==> config.mk <==
export PLATFORM = sky130hd
export DESIGN_NAME = decimal_length_frame_decoder
export DESIGN_NICKNAME = d
export VERILOG_FILES = /design/src/rtl/dlfd_pkg.sv /design/src/rtl/dlfd_in_stage.sv /design/src/rtl/dlfd_core.sv /design/src/rtl/dlfd_out_stage.sv /design/src/rtl/decimal_length_frame_decoder.sv
export SDC_FILE = /design/constraint.sdc
export NUM_CORES = 1
export LEC_CHECK = 0
export ABC_AREA = 1
export BUFFER_PORTS_ARGS = -buffer_cell sky130_fd_sc_hd__clkbuf_2
export CAP_MARGIN = 5
export CORE_MARGIN = 2
export CORE_UTILIZATION = 47
export CTS_BUF_LIST = sky130_fd_sc_hd__clkbuf_4 sky130_fd_sc_hd__clkbuf_8 sky130_fd_sc_hd__clkbuf_16
export DETAILED_ROUTE_END_ITERATION = 10
export GPL_TIMING_DRIVEN = 1
export PLACE_DENSITY = 0.77
export SLEW_MARGIN = 20
export SYNTH_ARGS = -nofsm -noshare
export SYNTH_HDL_FRONTEND = slang
export SYNTH_SLANG_ARGS = --single-unit
==> constraint.sdc <==
create_clock -name i_clk -period 4.3 [get_ports i_clk]
set_input_delay 1.29 -clock i_clk [delete_from_list [all_inputs] [get_ports i_clk]]
set_output_delay 1.29 -clock i_clk [all_outputs]
set_load 0.005 [all_outputs]
==> src/rtl/dlfd_pkg.sv <==
`timescale 1ns / 1ps

package dlfd_pkg;

    // default header geometry
    localparam int DEF_KEY_DIGITS   = 4;
    localparam int DEF_VALUE_DIGITS = 4;

    // field widths
    localparam int BYTE_W   = 8;
    localparam int OPCODE_W = 4;
    localparam int LEN_W    = 14;
    localparam int POS_W    = 15;
    localparam int CNT_W    = 3;
    localparam int KIND_W   = 2;
    localparam int STATUS_W = 2;
    localparam int TDATA_W  = 48;

    localparam logic [LEN_W-1:0]  LEN_MAX    = 14'd9999;
    localparam logic [BYTE_W-1:0] ASCII_ZERO = 8'h30;
    localparam logic [BYTE_W-1:0] ASCII_NINE = 8'h39;

    typedef enum logic [2:0] {
        PH_OPCODE,
        PH_KEYLEN,
        PH_VALLEN,
        PH_PAYLOAD,
        PH_TRAIL,
        PH_ERROR
    } t_phase;

    typedef enum logic [KIND_W-1:0] {
        KIND_NONE,
        KIND_KEY,
        KIND_VALUE
    } t_kind;

    typedef enum logic [STATUS_W-1:0] {
        ST_OK,
        ST_SHORT,
        ST_NONDIGIT,
        ST_TRUNC
    } t_status;

    // one result word as it leaves the decode step
    typedef struct packed {
        t_kind                kind;
        logic [BYTE_W-1:0]    payload_byte;
        logic [OPCODE_W-1:0]  opcode;
        logic [LEN_W-1:0]     key_size;
        logic [LEN_W-1:0]     value_size;
        logic                 header_done;
        logic                 frame_last;
        t_status              status;
    } t_result;

endpackage

==> src/rtl/dlfd_in_stage.sv <==
`timescale 1ns / 1ps

module dlfd_in_stage (
    input  logic                        i_clk,
    input  logic                        i_rst_n,
    input  logic                        s_axis_tvalid,
    output logic                        s_axis_tready,
    input  logic [dlfd_pkg::BYTE_W-1:0] s_axis_tdata,
    input  logic                        s_axis_tlast,
    input  logic                        i_down_ready,
    output logic                        o_valid,
    output logic [dlfd_pkg::BYTE_W-1:0] o_byte,
    output logic                        o_last
);
    import dlfd_pkg::*;

    logic              r_valid;
    logic [BYTE_W-1:0] r_byte;
    logic              r_last;

    // free when empty or when the held word moves on this cycle
    assign s_axis_tready = !r_valid || i_down_ready;

    // valid flag
    always_ff @(posedge i_clk) begin
        if (!i_rst_n) begin
            r_valid <= 1'b0;
        end else if (s_axis_tready) begin
            r_valid <= s_axis_tvalid;
        end
    end

    // input word register
    always_ff @(posedge i_clk) begin
        if (s_axis_tvalid && s_axis_tready) begin
            r_byte <= s_axis_tdata;
            r_last <= s_axis_tlast;
        end
    end

    assign o_valid = r_valid;
    assign o_byte  = r_byte;
    assign o_last  = r_last;

endmodule

==> src/rtl/dlfd_core.sv <==
`timescale 1ns / 1ps

module dlfd_core #(
    parameter int KEY_DIGITS   = dlfd_pkg::DEF_KEY_DIGITS,
    parameter int VALUE_DIGITS = dlfd_pkg::DEF_VALUE_DIGITS
) (
    input  logic                        i_clk,
    input  logic                        i_rst_n,
    input  logic                        i_fire,
    input  logic [dlfd_pkg::BYTE_W-1:0] i_byte,
    input  logic                        i_last,
    output dlfd_pkg::t_result           o_result
);
    import dlfd_pkg::*;

    localparam logic [CNT_W-1:0] KEY_CNT_END = CNT_W'(KEY_DIGITS - 1);
    localparam logic [CNT_W-1:0] VAL_CNT_END = CNT_W'(VALUE_DIGITS - 1);

    t_phase              r_phase,  n_phase;
    logic [CNT_W-1:0]    r_cnt,    n_cnt;
    logic [OPCODE_W-1:0] r_opcode, n_opcode;
    logic [LEN_W-1:0]    r_key,    n_key;
    logic [LEN_W-1:0]    r_val,    n_val;
    logic [POS_W-1:0]    r_pos,    n_pos;
    t_status             r_err,    n_err;

    logic                is_digit;
    logic [BYTE_W-1:0]   digit_diff;
    logic [3:0]          digit_val;
    logic                bad;
    logic [POS_W-1:0]    pos_inc;
    logic [POS_W-1:0]    total;
    logic [POS_W-1:0]    next_total;

    // length = length * 10 + digit, held at the largest legal length
    function automatic logic [LEN_W-1:0] add_digit(input logic [LEN_W-1:0] acc,
                                                   input logic [3:0] d);
        logic [LEN_W+2:0] v;
        v = ({3'b000, acc} << 3) + ({3'b000, acc} << 1) + {{(LEN_W-1){1'b0}}, d};
        return (v > {3'b000, LEN_MAX}) ? LEN_MAX : v[LEN_W-1:0];
    endfunction

    // digit decode
    assign is_digit   = (i_byte >= ASCII_ZERO) && (i_byte <= ASCII_NINE);
    assign digit_diff = i_byte - ASCII_ZERO;
    assign digit_val  = digit_diff[3:0];
    assign bad        = !is_digit && (r_phase == PH_OPCODE || r_phase == PH_KEYLEN
                                      || r_phase == PH_VALLEN);
    assign pos_inc    = r_pos + 1'b1;
    assign total      = {1'b0, r_key} + {1'b0, r_val};
    assign next_total = {1'b0, n_key} + {1'b0, n_val};

    // next state
    always_comb begin
        n_phase  = r_phase;
        n_cnt    = r_cnt;
        n_opcode = r_opcode;
        n_key    = r_key;
        n_val    = r_val;
        n_pos    = r_pos;
        n_err    = r_err;
        case (r_phase)
            PH_OPCODE: begin
                if (is_digit) begin
                    n_opcode = digit_val;
                    n_cnt    = '0;
                    n_phase  = PH_KEYLEN;
                end
            end
            PH_KEYLEN: begin
                if (is_digit) begin
                    n_key = add_digit(r_key, digit_val);
                    n_cnt = r_cnt + 1'b1;
                    if (r_cnt == KEY_CNT_END) begin
                        n_cnt   = '0;
                        n_phase = PH_VALLEN;
                    end
                end
            end
            PH_VALLEN: begin
                if (is_digit) begin
                    n_val = add_digit(r_val, digit_val);
                    n_cnt = r_cnt + 1'b1;
                    if (r_cnt == VAL_CNT_END) begin
                        n_cnt   = '0;
                        n_pos   = '0;
                        n_phase = (next_total == '0) ? PH_TRAIL : PH_PAYLOAD;
                    end
                end
            end
            PH_PAYLOAD: begin
                n_pos = pos_inc;
                if (pos_inc >= total) begin
                    n_phase = PH_TRAIL;
                end
            end
            default: begin
            end
        endcase
        if (bad) begin
            n_err   = ST_NONDIGIT;
            n_phase = PH_ERROR;
        end
    end

    // result word
    always_comb begin
        o_result              = '0;
        o_result.opcode       = n_opcode;
        o_result.key_size     = n_key;
        o_result.value_size   = n_val;
        o_result.header_done  = (n_phase == PH_PAYLOAD) || (n_phase == PH_TRAIL);
        o_result.frame_last   = (r_phase == PH_VALLEN || r_phase == PH_PAYLOAD)
                                && (n_phase == PH_TRAIL);
        o_result.status       = ST_OK;
        if (r_phase == PH_PAYLOAD) begin
            o_result.kind         = ({1'b0, r_key} > r_pos) ? KIND_KEY : KIND_VALUE;
            o_result.payload_byte = i_byte;
        end else begin
            o_result.kind = KIND_NONE;
        end
        if (r_phase == PH_ERROR) begin
            o_result.status = r_err;
        end
        if (bad) begin
            o_result.status = ST_NONDIGIT;
        end
        if (i_last && o_result.status == ST_OK) begin
            if (n_phase == PH_OPCODE || n_phase == PH_KEYLEN || n_phase == PH_VALLEN) begin
                o_result.status = ST_SHORT;
            end else if (n_phase == PH_PAYLOAD) begin
                o_result.status = ST_TRUNC;
            end
        end
    end

    // frame state, back to the start after the last byte of a message
    always_ff @(posedge i_clk) begin
        if (!i_rst_n) begin
            r_phase  <= PH_OPCODE;
            r_cnt    <= '0;
            r_opcode <= '0;
            r_key    <= '0;
            r_val    <= '0;
            r_pos    <= '0;
            r_err    <= ST_OK;
        end else if (i_fire) begin
            if (i_last) begin
                r_phase  <= PH_OPCODE;
                r_cnt    <= '0;
                r_opcode <= '0;
                r_key    <= '0;
                r_val    <= '0;
                r_pos    <= '0;
                r_err    <= ST_OK;
            end else begin
                r_phase  <= n_phase;
                r_cnt    <= n_cnt;
                r_opcode <= n_opcode;
                r_key    <= n_key;
                r_val    <= n_val;
                r_pos    <= n_pos;
                r_err    <= n_err;
            end
        end
    end

endmodule

==> src/rtl/dlfd_out_stage.sv <==
`timescale 1ns / 1ps

module dlfd_out_stage (
    input  logic                          i_clk,
    input  logic                          i_rst_n,
    input  logic                          i_valid,
    input  dlfd_pkg::t_result             i_result,
    output logic                          o_ready,
    output logic                          m_axis_tvalid,
    input  logic                          m_axis_tready,
    output logic [dlfd_pkg::TDATA_W-1:0]  m_axis_tdata,
    output logic [dlfd_pkg::KIND_W-1:0]   m_axis_tuser,
    output logic                          m_axis_tlast
);
    import dlfd_pkg::*;

    logic    r_valid;
    t_result r_result;

    assign o_ready = !r_valid || m_axis_tready;

    // valid flag
    always_ff @(posedge i_clk) begin
        if (!i_rst_n) begin
            r_valid <= 1'b0;
        end else if (o_ready) begin
            r_valid <= i_valid;
        end
    end

    // result word register
    always_ff @(posedge i_clk) begin
        if (i_valid && o_ready) begin
            r_result <= i_result;
        end
    end

    // pack the result word onto the stream
    assign m_axis_tvalid = r_valid;
    assign m_axis_tuser  = r_result.kind;
    assign m_axis_tlast  = r_result.frame_last;
    assign m_axis_tdata  = {5'b00000,
                            r_result.status,
                            r_result.header_done,
                            r_result.value_size,
                            r_result.key_size,
                            r_result.opcode,
                            r_result.payload_byte};

endmodule

==> src/rtl/decimal_length_frame_decoder.sv <==
`timescale 1ns / 1ps

// Decodes messages of the form: one ASCII opcode digit, KEY_DIGITS decimal digits of
// key length, VALUE_DIGITS decimal digits of value length (most significant first),
// then the key and value bytes. Every byte taken in gives exactly one result word:
// payload bytes are tagged key or value in tuser, the byte that completes the
// payload (or the last header digit when both lengths are zero) carries tlast, and
// each word shows the opcode and lengths decoded so far with a status code. tlast on
// the input closes a message and returns the decoder to its start state. Lengths
// above 9999 are held at 9999. The block takes one byte per clock while the output is
// not stalled; each byte passes the input word register, a single pass of the decode
// step and the result register before its result word is offered, with both sides
// free to stall independently.
module decimal_length_frame_decoder #(
    parameter int KEY_DIGITS   = dlfd_pkg::DEF_KEY_DIGITS,
    parameter int VALUE_DIGITS = dlfd_pkg::DEF_VALUE_DIGITS
) (
    input  logic                          i_clk,
    input  logic                          i_rst_n,
    input  logic                          s_axis_tvalid,
    output logic                          s_axis_tready,
    // [7:0] data_byte
    input  logic [dlfd_pkg::BYTE_W-1:0]   s_axis_tdata,
    input  logic                          s_axis_tlast,
    output logic                          m_axis_tvalid,
    input  logic                          m_axis_tready,
    // [7:0] payload_byte, [11:8] opcode, [25:12] key size, [39:26] value size,
    // [40] header_done, [42:41] status, [47:43] zero
    output logic [dlfd_pkg::TDATA_W-1:0]  m_axis_tdata,
    // [1:0] kind
    output logic [dlfd_pkg::KIND_W-1:0]   m_axis_tuser,
    output logic                          m_axis_tlast
);
    import dlfd_pkg::*;

    logic              in_valid;
    logic [BYTE_W-1:0] in_byte;
    logic              in_last;
    logic              out_ready;
    logic              step_fire;
    t_result           step_result;

    assign step_fire = in_valid && out_ready;

    // input word register
    dlfd_in_stage u_in_stage (
        .i_clk         (i_clk),
        .i_rst_n       (i_rst_n),
        .s_axis_tvalid (s_axis_tvalid),
        .s_axis_tready (s_axis_tready),
        .s_axis_tdata  (s_axis_tdata),
        .s_axis_tlast  (s_axis_tlast),
        .i_down_ready  (out_ready),
        .o_valid       (in_valid),
        .o_byte        (in_byte),
        .o_last        (in_last)
    );

    // decode step and frame state
    dlfd_core #(
        .KEY_DIGITS   (KEY_DIGITS),
        .VALUE_DIGITS (VALUE_DIGITS)
    ) u_core (
        .i_clk    (i_clk),
        .i_rst_n  (i_rst_n),
        .i_fire   (step_fire),
        .i_byte   (in_byte),
        .i_last   (in_last),
        .o_result (step_result)
    );

    // result register
    dlfd_out_stage u_out_stage (
        .i_clk         (i_clk),
        .i_rst_n       (i_rst_n),
        .i_valid       (in_valid),
        .i_result      (step_result),
        .o_ready       (out_ready),
        .m_axis_tvalid (m_axis_tvalid),
        .m_axis_tready (m_axis_tready),
        .m_axis_tdata  (m_axis_tdata),
        .m_axis_tuser  (m_axis_tuser),
        .m_axis_tlast  (m_axis_tlast)
    );

    // payload words only once the header is complete
    a_payload_after_header: assert property (@(posedge i_clk) disable iff (!i_rst_n)
        m_axis_tvalid && m_axis_tuser != KIND_NONE |-> m_axis_tdata[40])
        else $error("payload word without a complete header");

    // the frame end is only marked with a complete header
    a_last_after_header: assert property (@(posedge i_clk) disable iff (!i_rst_n)
        m_axis_tvalid && m_axis_tlast |-> m_axis_tdata[40])
        else $error("frame end without a complete header");

    // a header error never passes payload or a complete header
    a_error_blocks_payload: assert property (@(posedge i_clk) disable iff (!i_rst_n)
        m_axis_tvalid && m_axis_tdata[42:41] == ST_NONDIGIT
        |-> m_axis_tuser == KIND_NONE && !m_axis_tdata[40] && !m_axis_tlast)
        else $error("payload or header flag alongside a header error");

    // a result word leaves only if a byte reached the decode step
    a_result_from_step: assert property (@(posedge i_clk) disable iff (!i_rst_n)
        $rose(m_axis_tvalid) |-> $past(step_fire))
        else $error("result word without a decoded byte");

endmodule
==> impl_metrics.py, run 1 <==
metrics = {
    "floorplan": {
        "dieArea_sq_mm": 0.0205,
        "ioPinCount": 66,
        "dieHeight_um": 143,
        "initial_core_util_pct": 48.3,
        "core_area_sq_mm": 0.0188,
        "fp-row-count": 50,
        "fp.dieW_um": 143,
    },
    "placed_design": {
        "port_buffers": 60,
        "gp_congestion": 0.989,
        "dp_hpwl_um": 21800,
        "place_area_sq_mm": 0.0111,
        "place_inst": 1740,
    },
    "timing": {
        "final.min_clock_period_ns": 4.93,
        "grt_setup_unrepaired": "yes",
        "holdWs_ns": 0.462,
        "period_share_pct": 115,
        "tightest_slew_ns": 1.05,
        "max_freq_mhz": 203,
        "hold_violations": 0,
        "slew_violations": 0,
        "max_slew_margin_pct": 29.5,
        "setup_violations": 7,
        "finClkSkew_ns": 0.00714,
        "setup-tns-final_ns": -4.06,
        "postLayoutSetupSlackWorst_ns": -0.629,
    },
    "flow_run": {
        "drv_cap": 0,
    },
    "synth": {
        "synthArstFlopShare_pct": 0,
        "synthCells": 1259,
        "synth_fa_ha_area_share_pct": 16.1,
        "synth_top_family_by_area": "simple AND/OR/NAND/NOR gates",
        "ys_warn_count": 0,
        "synth_xor_area_share_pct": 2.67,
        "synth-seq-cells": 111,
        "yosys.area_share.simple_pct": 29.3,
        "synth_mux_area_share_pct": 0,
        "synth_area_sq_mm": 0.00909,
        "synth.distinct_cells": 53,
        "synth_edf_count": 55,
        "yosysSeqAreaShare_pct": 30.5,
        "synth_ff_type": "dfxtp_1",
        "synth_compound_area_share_pct": 12.3,
        "postSynthAreaPerCell_sq_um": 7.22,
    },
    "detailed_routing": {
        "wl_per_cell_um": 15.6,
        "ant_nets": 0,
        "drt-vias-per-instance": 5.27,
        "drc": 0,
        "vias": 9295,
        "drtIter0Drc": 702,
        "dr.pass1.iters": 5,
        "wirelength_um": 27600,
    },
    "setup_path": {
        "max_stage_delay_ns": 0.45,
        "cp_common_cell": "nand2_2",
        "arrival_ns": 5.14,
        "crit_path_end_kind": "register",
        "critPathKind": "register to register",
        "critPathSlowestCell": "fa_1",
        "critPathBufInv": 3,
        "crit_family": "simple AND/OR/NAND/NOR gates",
        "start_kind": "register",
        "required_ns": 4.51,
        "crit_fanout": 5,
    },
    "finish": {
        "fin_area_sq_mm": 0.0117,
        "fillers": 1626,
        "post-route-util_pct": 62.1,
        "layout.nets": 1625,
        "area_delta_synth_final_pct": 28.6,
        "fin_cells": 1763,
        "antenna_cells": 0,
        "layout-drive-gt1-share_pct": 27.1,
    },
    "global_route": {
        "grt_pass1_vias": 8815,
        "grt_pass1_wl_um": 43600,
        "antenna_found_initial": 0,
        "grt_usage_pct": 27.2,
        "grt_max_degree": 47,
        "overflow": 0,
    },
    "pwr": {
        "power_density_mw_per_mm2": 191,
        "peakVddDrop_mv": 0.160,
        "total_leakage_power_nw": 5.93,
    },
    "status": {
        "violations": "setup timing",
        "status": "finished, violations left",
    },
    "min_path": {
        "hold_path_class": "register to register",
    },
    "cts": {
        "cts_tree": "done",
        "clockBufferDepth": 2,
        "clk_pin_slew_ns": 0.08,
        "cts_sinks": 111,
        "cts-root-buf": "clkbuf_16",
        "cts.htree.levels": 3,
        "clk_latency_ns": 0.36,
        "cts_buffers": 9,
    },
}
-- metal layers --
| metal | global-route usage (%) | routed length [um] |
|---|---|---|
| met5 | 0 | 0 |
| met4 | 10.9 | 1140 |
| met3 | 4.56 | 1690 |
| met2 | 45.6 | 12800 |
| met1 | 34.8 | 12000 |
-- power breakdown --
group,leakage [nW],switching [mW],internal [mW]
Clock,0.154,0.422,0.472
Sequential,0.970,0.0174,1.14
Combinational,4.81,0.116,0.0624
-- cells in the mapped netlist, types with 4 or more instances --
library cell / count / area [sq um]
a31oi_1: 5 / 31.3
nor2_4: 5 / 56.3
nor2_2: 6 / 37.5
a211oi_1: 11 / 82.6
nand3b_1: 7 / 52.6
nand2_4: 4 / 45.0
nand3_2: 10 / 100
a21oi_1: 108 / 541
nand3_1: 72 / 360
nand2_2: 20 / 125
nor3_1: 8 / 40.0
ha_1: 109 / 1360
o21ai_0: 27 / 135
o21bai_1: 4 / 30.0
o211ai_1: 4 / 30.0
buf_4: 6 / 45.0
or2_2: 4 / 25.0
nor2_1: 86 / 323
o31ai_1: 4 / 30.0
buf_2: 4 / 20.0
edfxtp_1: 55 / 1650
nand4_1: 16 / 100
clkbuf_1: 17 / 63.8
nand2_1: 354 / 1330
inv_2: 9 / 33.8
o22ai_1: 8 / 50.1
inv_1: 175 / 657
fa_1: 5 / 100
dfxtp_1: 56 / 1120
o21ai_1: 4 / 20.0
xnor2_1: 6 / 52.6
xor2_1: 18 / 158
-- per-stage QoR --
stage | power [mW] | worst slack (ns)
after floorplan | 1.28 | 0.000597
after global placement | 1.35 | -0.411
after detailed placement | 1.35 | -0.567
after CTS | 2.24 | -0.421
after global routing | 2.29 | -0.927
final | 2.23 | -0.629
-- cell type report --
type / count / area (sq um) / share of cell area, %
Multi-Input combinational cell: 939 / 5830 / 49.9
Clock buffer: 10 / 233 / 1.99
Clock inverter: 6 / 81.3 / 0.695
Tap cell: 260 / 325 / 2.78
Inverter: 185 / 702 / 6.00
Sequential cell: 111 / 2780 / 23.7
Timing Repair Buffer: 252 / 1750 / 14.9
-- path summary, 6_finish.rpt --
path / start / end / slack (ns) / cells after the start
max reg2reg: u_in_stage.o_byte[3] / u_out_stage.m_axis_tdata[40] / -0.63 / 33
min: u_core.r_cnt[2] / u_core.r_cnt[2] / 0.46 / 2
min reg2reg: u_core.r_cnt[2] / u_core.r_cnt[2] / 0.46 / 2
max: u_in_stage.o_byte[3] / u_out_stage.m_axis_tdata[40] / -0.63 / 33
-- state kept, by name, indices dropped and copies added (netlist names) --
register and flops:
u_core.r_cnt 3, u_core.r_err 1, u_core.r_key 14, u_core.r_opcode 4, u_core.r_phase 3, u_core.r_pos 15
u_core.r_val 14, u_in_stage.o_byte 8, u_in_stage.o_last 1, u_in_stage.o_valid 1, u_out_stage.m_axis_tdata 43, u_out_stage.m_axis_tlast 1
u_out_stage.m_axis_tuser 2, u_out_stage.m_axis_tvalid 1
-- tightest hold or removal path, cell delays in order (launching register included) --
cell     delay (ns)
dfxtp_1        0.32
o21ai_0        0.07
nor2_1         0.04
-- timing repair --
action / in CTS / in global routing
endpoints found under the setup margin: 7 / 7
resized for setup: 31 / 29
pin swaps: 11 / 27
buffers inserted: 5 / 2
hold buffers: 0 / 0
-- cell families after synthesis --
logic type | count (synthesis)
AO/OA/AOI/OAI | 194
XOR/XNOR | 26
adder cells (fa/ha/maj) | 114
buffers and inverters | 213
flip-flops | 111
other | 1
AND/OR/NAND/NOR | 600
-- cell usage in the layout, fill, tap and decap left out, types with 7 or more instances in the layout --
| cell | Yosys | final |
|---|---|---|
| a211oi_1 | 11 | 11 |
| nand2_1 | 354 | 333 |
| nor3_1 | 8 | 8 |
| nor2_1 | 86 | 84 |
| o22ai_1 | 8 | 7 |
| inv_2 | 9 | 17 |
| clkbuf_16 | 0 | 9 |
| nand4_1 | 16 | 16 |
| nand3b_1 | 7 | 7 |
| ha_4 | 0 | 9 |
| a21oi_2 | 1 | 7 |
| edfxtp_1 | 55 | 55 |
| dfxtp_1 | 56 | 53 |
| nand2_2 | 20 | 39 |
| a21oi_1 | 108 | 102 |
| nand3_2 | 10 | 18 |
| inv_1 | 175 | 165 |
| clkbuf_2 | 0 | 60 |
| o21ai_1 | 4 | 9 |
| nor2_2 | 6 | 8 |
| o21ai_0 | 27 | 21 |
| nand3_1 | 72 | 64 |
| xor2_1 | 18 | 17 |
| ha_1 | 109 | 98 |
| buf_4 | 6 | 191 |
Note: power is estimated with default switching activity, not from simulation.
==> run 2: changes to the inputs <==
--- a/config.mk
+++ b/config.mk
@@ -9,11 +9,12 @@
 export BUFFER_PORTS_ARGS = -buffer_cell sky130_fd_sc_hd__clkbuf_2
 export CAP_MARGIN = 5
 export CORE_MARGIN = 2
-export CORE_UTILIZATION = 47
+export CORE_UTILIZATION = 25
 export CTS_BUF_LIST = sky130_fd_sc_hd__clkbuf_4 sky130_fd_sc_hd__clkbuf_8 sky130_fd_sc_hd__clkbuf_16
 export DETAILED_ROUTE_END_ITERATION = 10
+export GPL_ROUTABILITY_DRIVEN = 0
 export GPL_TIMING_DRIVEN = 1
-export PLACE_DENSITY = 0.77
+export PLACE_DENSITY = 0.51
 export SLEW_MARGIN = 20
 export SYNTH_ARGS = -nofsm -noshare
 export SYNTH_HDL_FRONTEND = slang
==> run 2 against run 1 <==
Effect of this change: the flow still finishes with violations (setup timing); non-clock buffer count down 3; first-iteration DRC count down 3.6%; clock power down 2.9%; combinational power about the same; count of clock-buffer cells in the layout unchanged; register-to-register slack better by 0.24 ns; fmax up 5.1%; via count down 3.8%; core utilization down 29 points; global-route usage down 12 points; critical path type unchanged; largest power group unchanged.
==> impl_metrics.py, run 2 (same netlist as run 1, synthesis figures left out) <==
metrics = {
    "setup_path": {
        "ff2ff_setup_slack_ns": -0.39,
        "crit_fanout": 8,
        "max_stage_delay_ns": 0.45,
        "required_ns": 4.43,
        "crit_path_end_kind": "register",
        "start_kind": "register",
        "critPathKind": "register to register",
        "critPathSlowestCell": "edfxtp_1",
        "cp_common_cell": "nand2_1",
        "arrival_ns": 4.82,
    },
    "cts": {
        "cts.htree.levels": 3,
        "cts_tree": "done",
        "cts_sinks": 111,
        "clk_pin_slew_ns": 0.08,
        "cts_buffers": 9,
        "clk_latency_ns": 0.37,
        "clockBufferDepth": 2,
        "cts_hold_buf": 0,
        "cts-root-buf": "clkbuf_16",
    },
    "timing": {
        "tightest_slew_ns": 0.881,
        "setup_violations": 7,
        "final.min_clock_period_ns": 4.69,
        "grt_setup_unrepaired": "yes",
        "period_share_pct": 109,
        "holdWs_ns": 0.450,
        "finClkSkew_ns": 0.0174,
        "hold_violations": 0,
        "max_slew_margin_pct": 41.3,
        "max_freq_mhz": 213,
        "postLayoutSetupSlackWorst_ns": -0.389,
        "slew_violations": 0,
    },
    "global_route": {
        "grt_usage_pct": 15.5,
        "grt_max_degree": 56,
        "overflow": 0,
        "antenna_found_initial": 0,
        "grt_pass1_vias": 8772,
        "grt_pass1_wl_um": 46300,
    },
    "pwr": {
        "total_leakage_power_nw": 5.91,
        "p_switching_mw": 0.563,
        "power_density_mw_per_mm2": 185,
        "total_power_mw": 2.20,
        "pwr-share-clk_pct": 39.5,
        "swShare_pct": 25.6,
        "intPower_mw": 1.64,
        "seqPwrFrac_pct": 52.6,
        "comb_power_share_pct": 8.0,
        "peakVddDrop_mv": 0.162,
    },
    "floorplan": {
        "dieArea_sq_mm": 0.0379,
        "fp-row-count": 69,
        "dieHeight_um": 195,
        "fp.dieW_um": 195,
        "core_area_sq_mm": 0.0357,
        "ioPinCount": 66,
        "initial_core_util_pct": 25.5,
    },
    "finish": {
        "area_delta_synth_final_pct": 30.7,
        "largest_reg_flops": 43,
        "layout.nets": 1622,
        "antenna_cells": 0,
        "fillers": 3797,
        "layout-drive-gt1-share_pct": 26.7,
        "layout_common_cells": "nand2_1, buf_4, inv_1",
        "final_common_cell": "nand2_1",
    },
    "detailed_routing": {
        "ant_nets": 0,
        "dr.pass1.iters": 5,
        "wirelength_um": 29200,
        "drtIter0Drc": 677,
        "drt-vias-per-instance": 4.56,
        "wl_per_cell_um": 14.9,
        "vias": 8938,
        "drc": 0,
    },
    "status": {
        "violations": "setup timing",
        "status": "finished, violations left",
    },
    "placed_design": {
        "port_buffers": 60,
        "dp_hpwl_um": 23400,
    },
    "flow_run": {
        "drv_cap": 0,
    },
    "min_path": {
        "hold_path_class": "register to register",
    },
}
-- run 2: cell count changes in the layout (fill, tap and decap cells not counted), sizes merged --
| cell | change |
|---|---|
| buf | -3 |
-- run 2: layout make-up --
class                           instances  area [sq um]  share of cell area (%)
Sequential cell                       111          2780                    23.4
Clock inverter                          6          58.8                   0.495
Multi-Input combinational cell        939          5820                    49.0
Timing Repair Buffer                  249          1720                    14.5
Clock buffer                           10           233                    1.96
Inverter                              185           701                    5.90
Tap cell                              461           577                    4.85
-- run 2: layer usage --
layer	wire length, um	global-route usage [%]	part of all wire (%)	vias up
met4	488	3.73	1.7	0
met2	13200	25.6	45	184
li1	-	-	-	4616
met5	0	0	0	-
met3	1040	2.12	3.6	34
met1	14500	21.3	50	4104
-- run 2: critical path, delay by kind of cell (launching register included) --
| family | cells | cell delay (ns) |
|---|---|---|
| simple gates | 19 | 1.78 |
| flops | 1 | 0.45 |
| fa+ha+maj | 4 | 1.14 |
| buf+inv | 2 | 0.13 |
| compound gates | 7 | 0.96 |
-- run 2: power groups by stage --
stage	Sequential, mW	Clock [mW]	Combinational, mW
after floorplan	1.18	0	0.103
after global placement	1.18	0	0.174
after detailed placement	1.18	0	0.174
after CTS	1.16	0.893	0.176
after global routing	1.16	0.920	0.196
final	1.16	0.868	0.175
-- run 2: worst paths after layout --
kind	to	cells past startpoint	start
worst max-delay path	u_out_stage.m_axis_tdata[40]	32	u_in_stage.o_byte[2]
worst min-delay path	u_core.r_cnt[2]	2	u_core.r_cnt[2]
worst max register to register	u_out_stage.m_axis_tdata[40]	32	u_in_stage.o_byte[2]
worst min register to register	u_core.r_cnt[2]	2	u_core.r_cnt[2]
-- run 2: metrics by stage --
step / std cells / setup WS [ns] / TNS (ns) / cell area [sq um] / util [%]
after floorplan: 1263 / 0.000597 / 0 / 9210 / -
after global placement: 1931 / -0.525 / -3.39 / 11300 / 31.6
after detailed placement: 1931 / -0.593 / -3.79 / 11300 / 31.6
after CTS: 1959 / -0.330 / -2.06 / 11800 / 33.2
after global routing: 1961 / -0.697 / -4.68 / 11900 / 33.3
final: 1961 / -0.389 / -2.50 / 11900 / 33.3
-- run 2: what timing repair did --
action                                  4_1_cts  5_1_grt
cloned                                        0        0
pin swaps                                    18       11
endpoints found under the setup margin        7        7
setup buffers                                12        2
gates resized for setup                      44       12
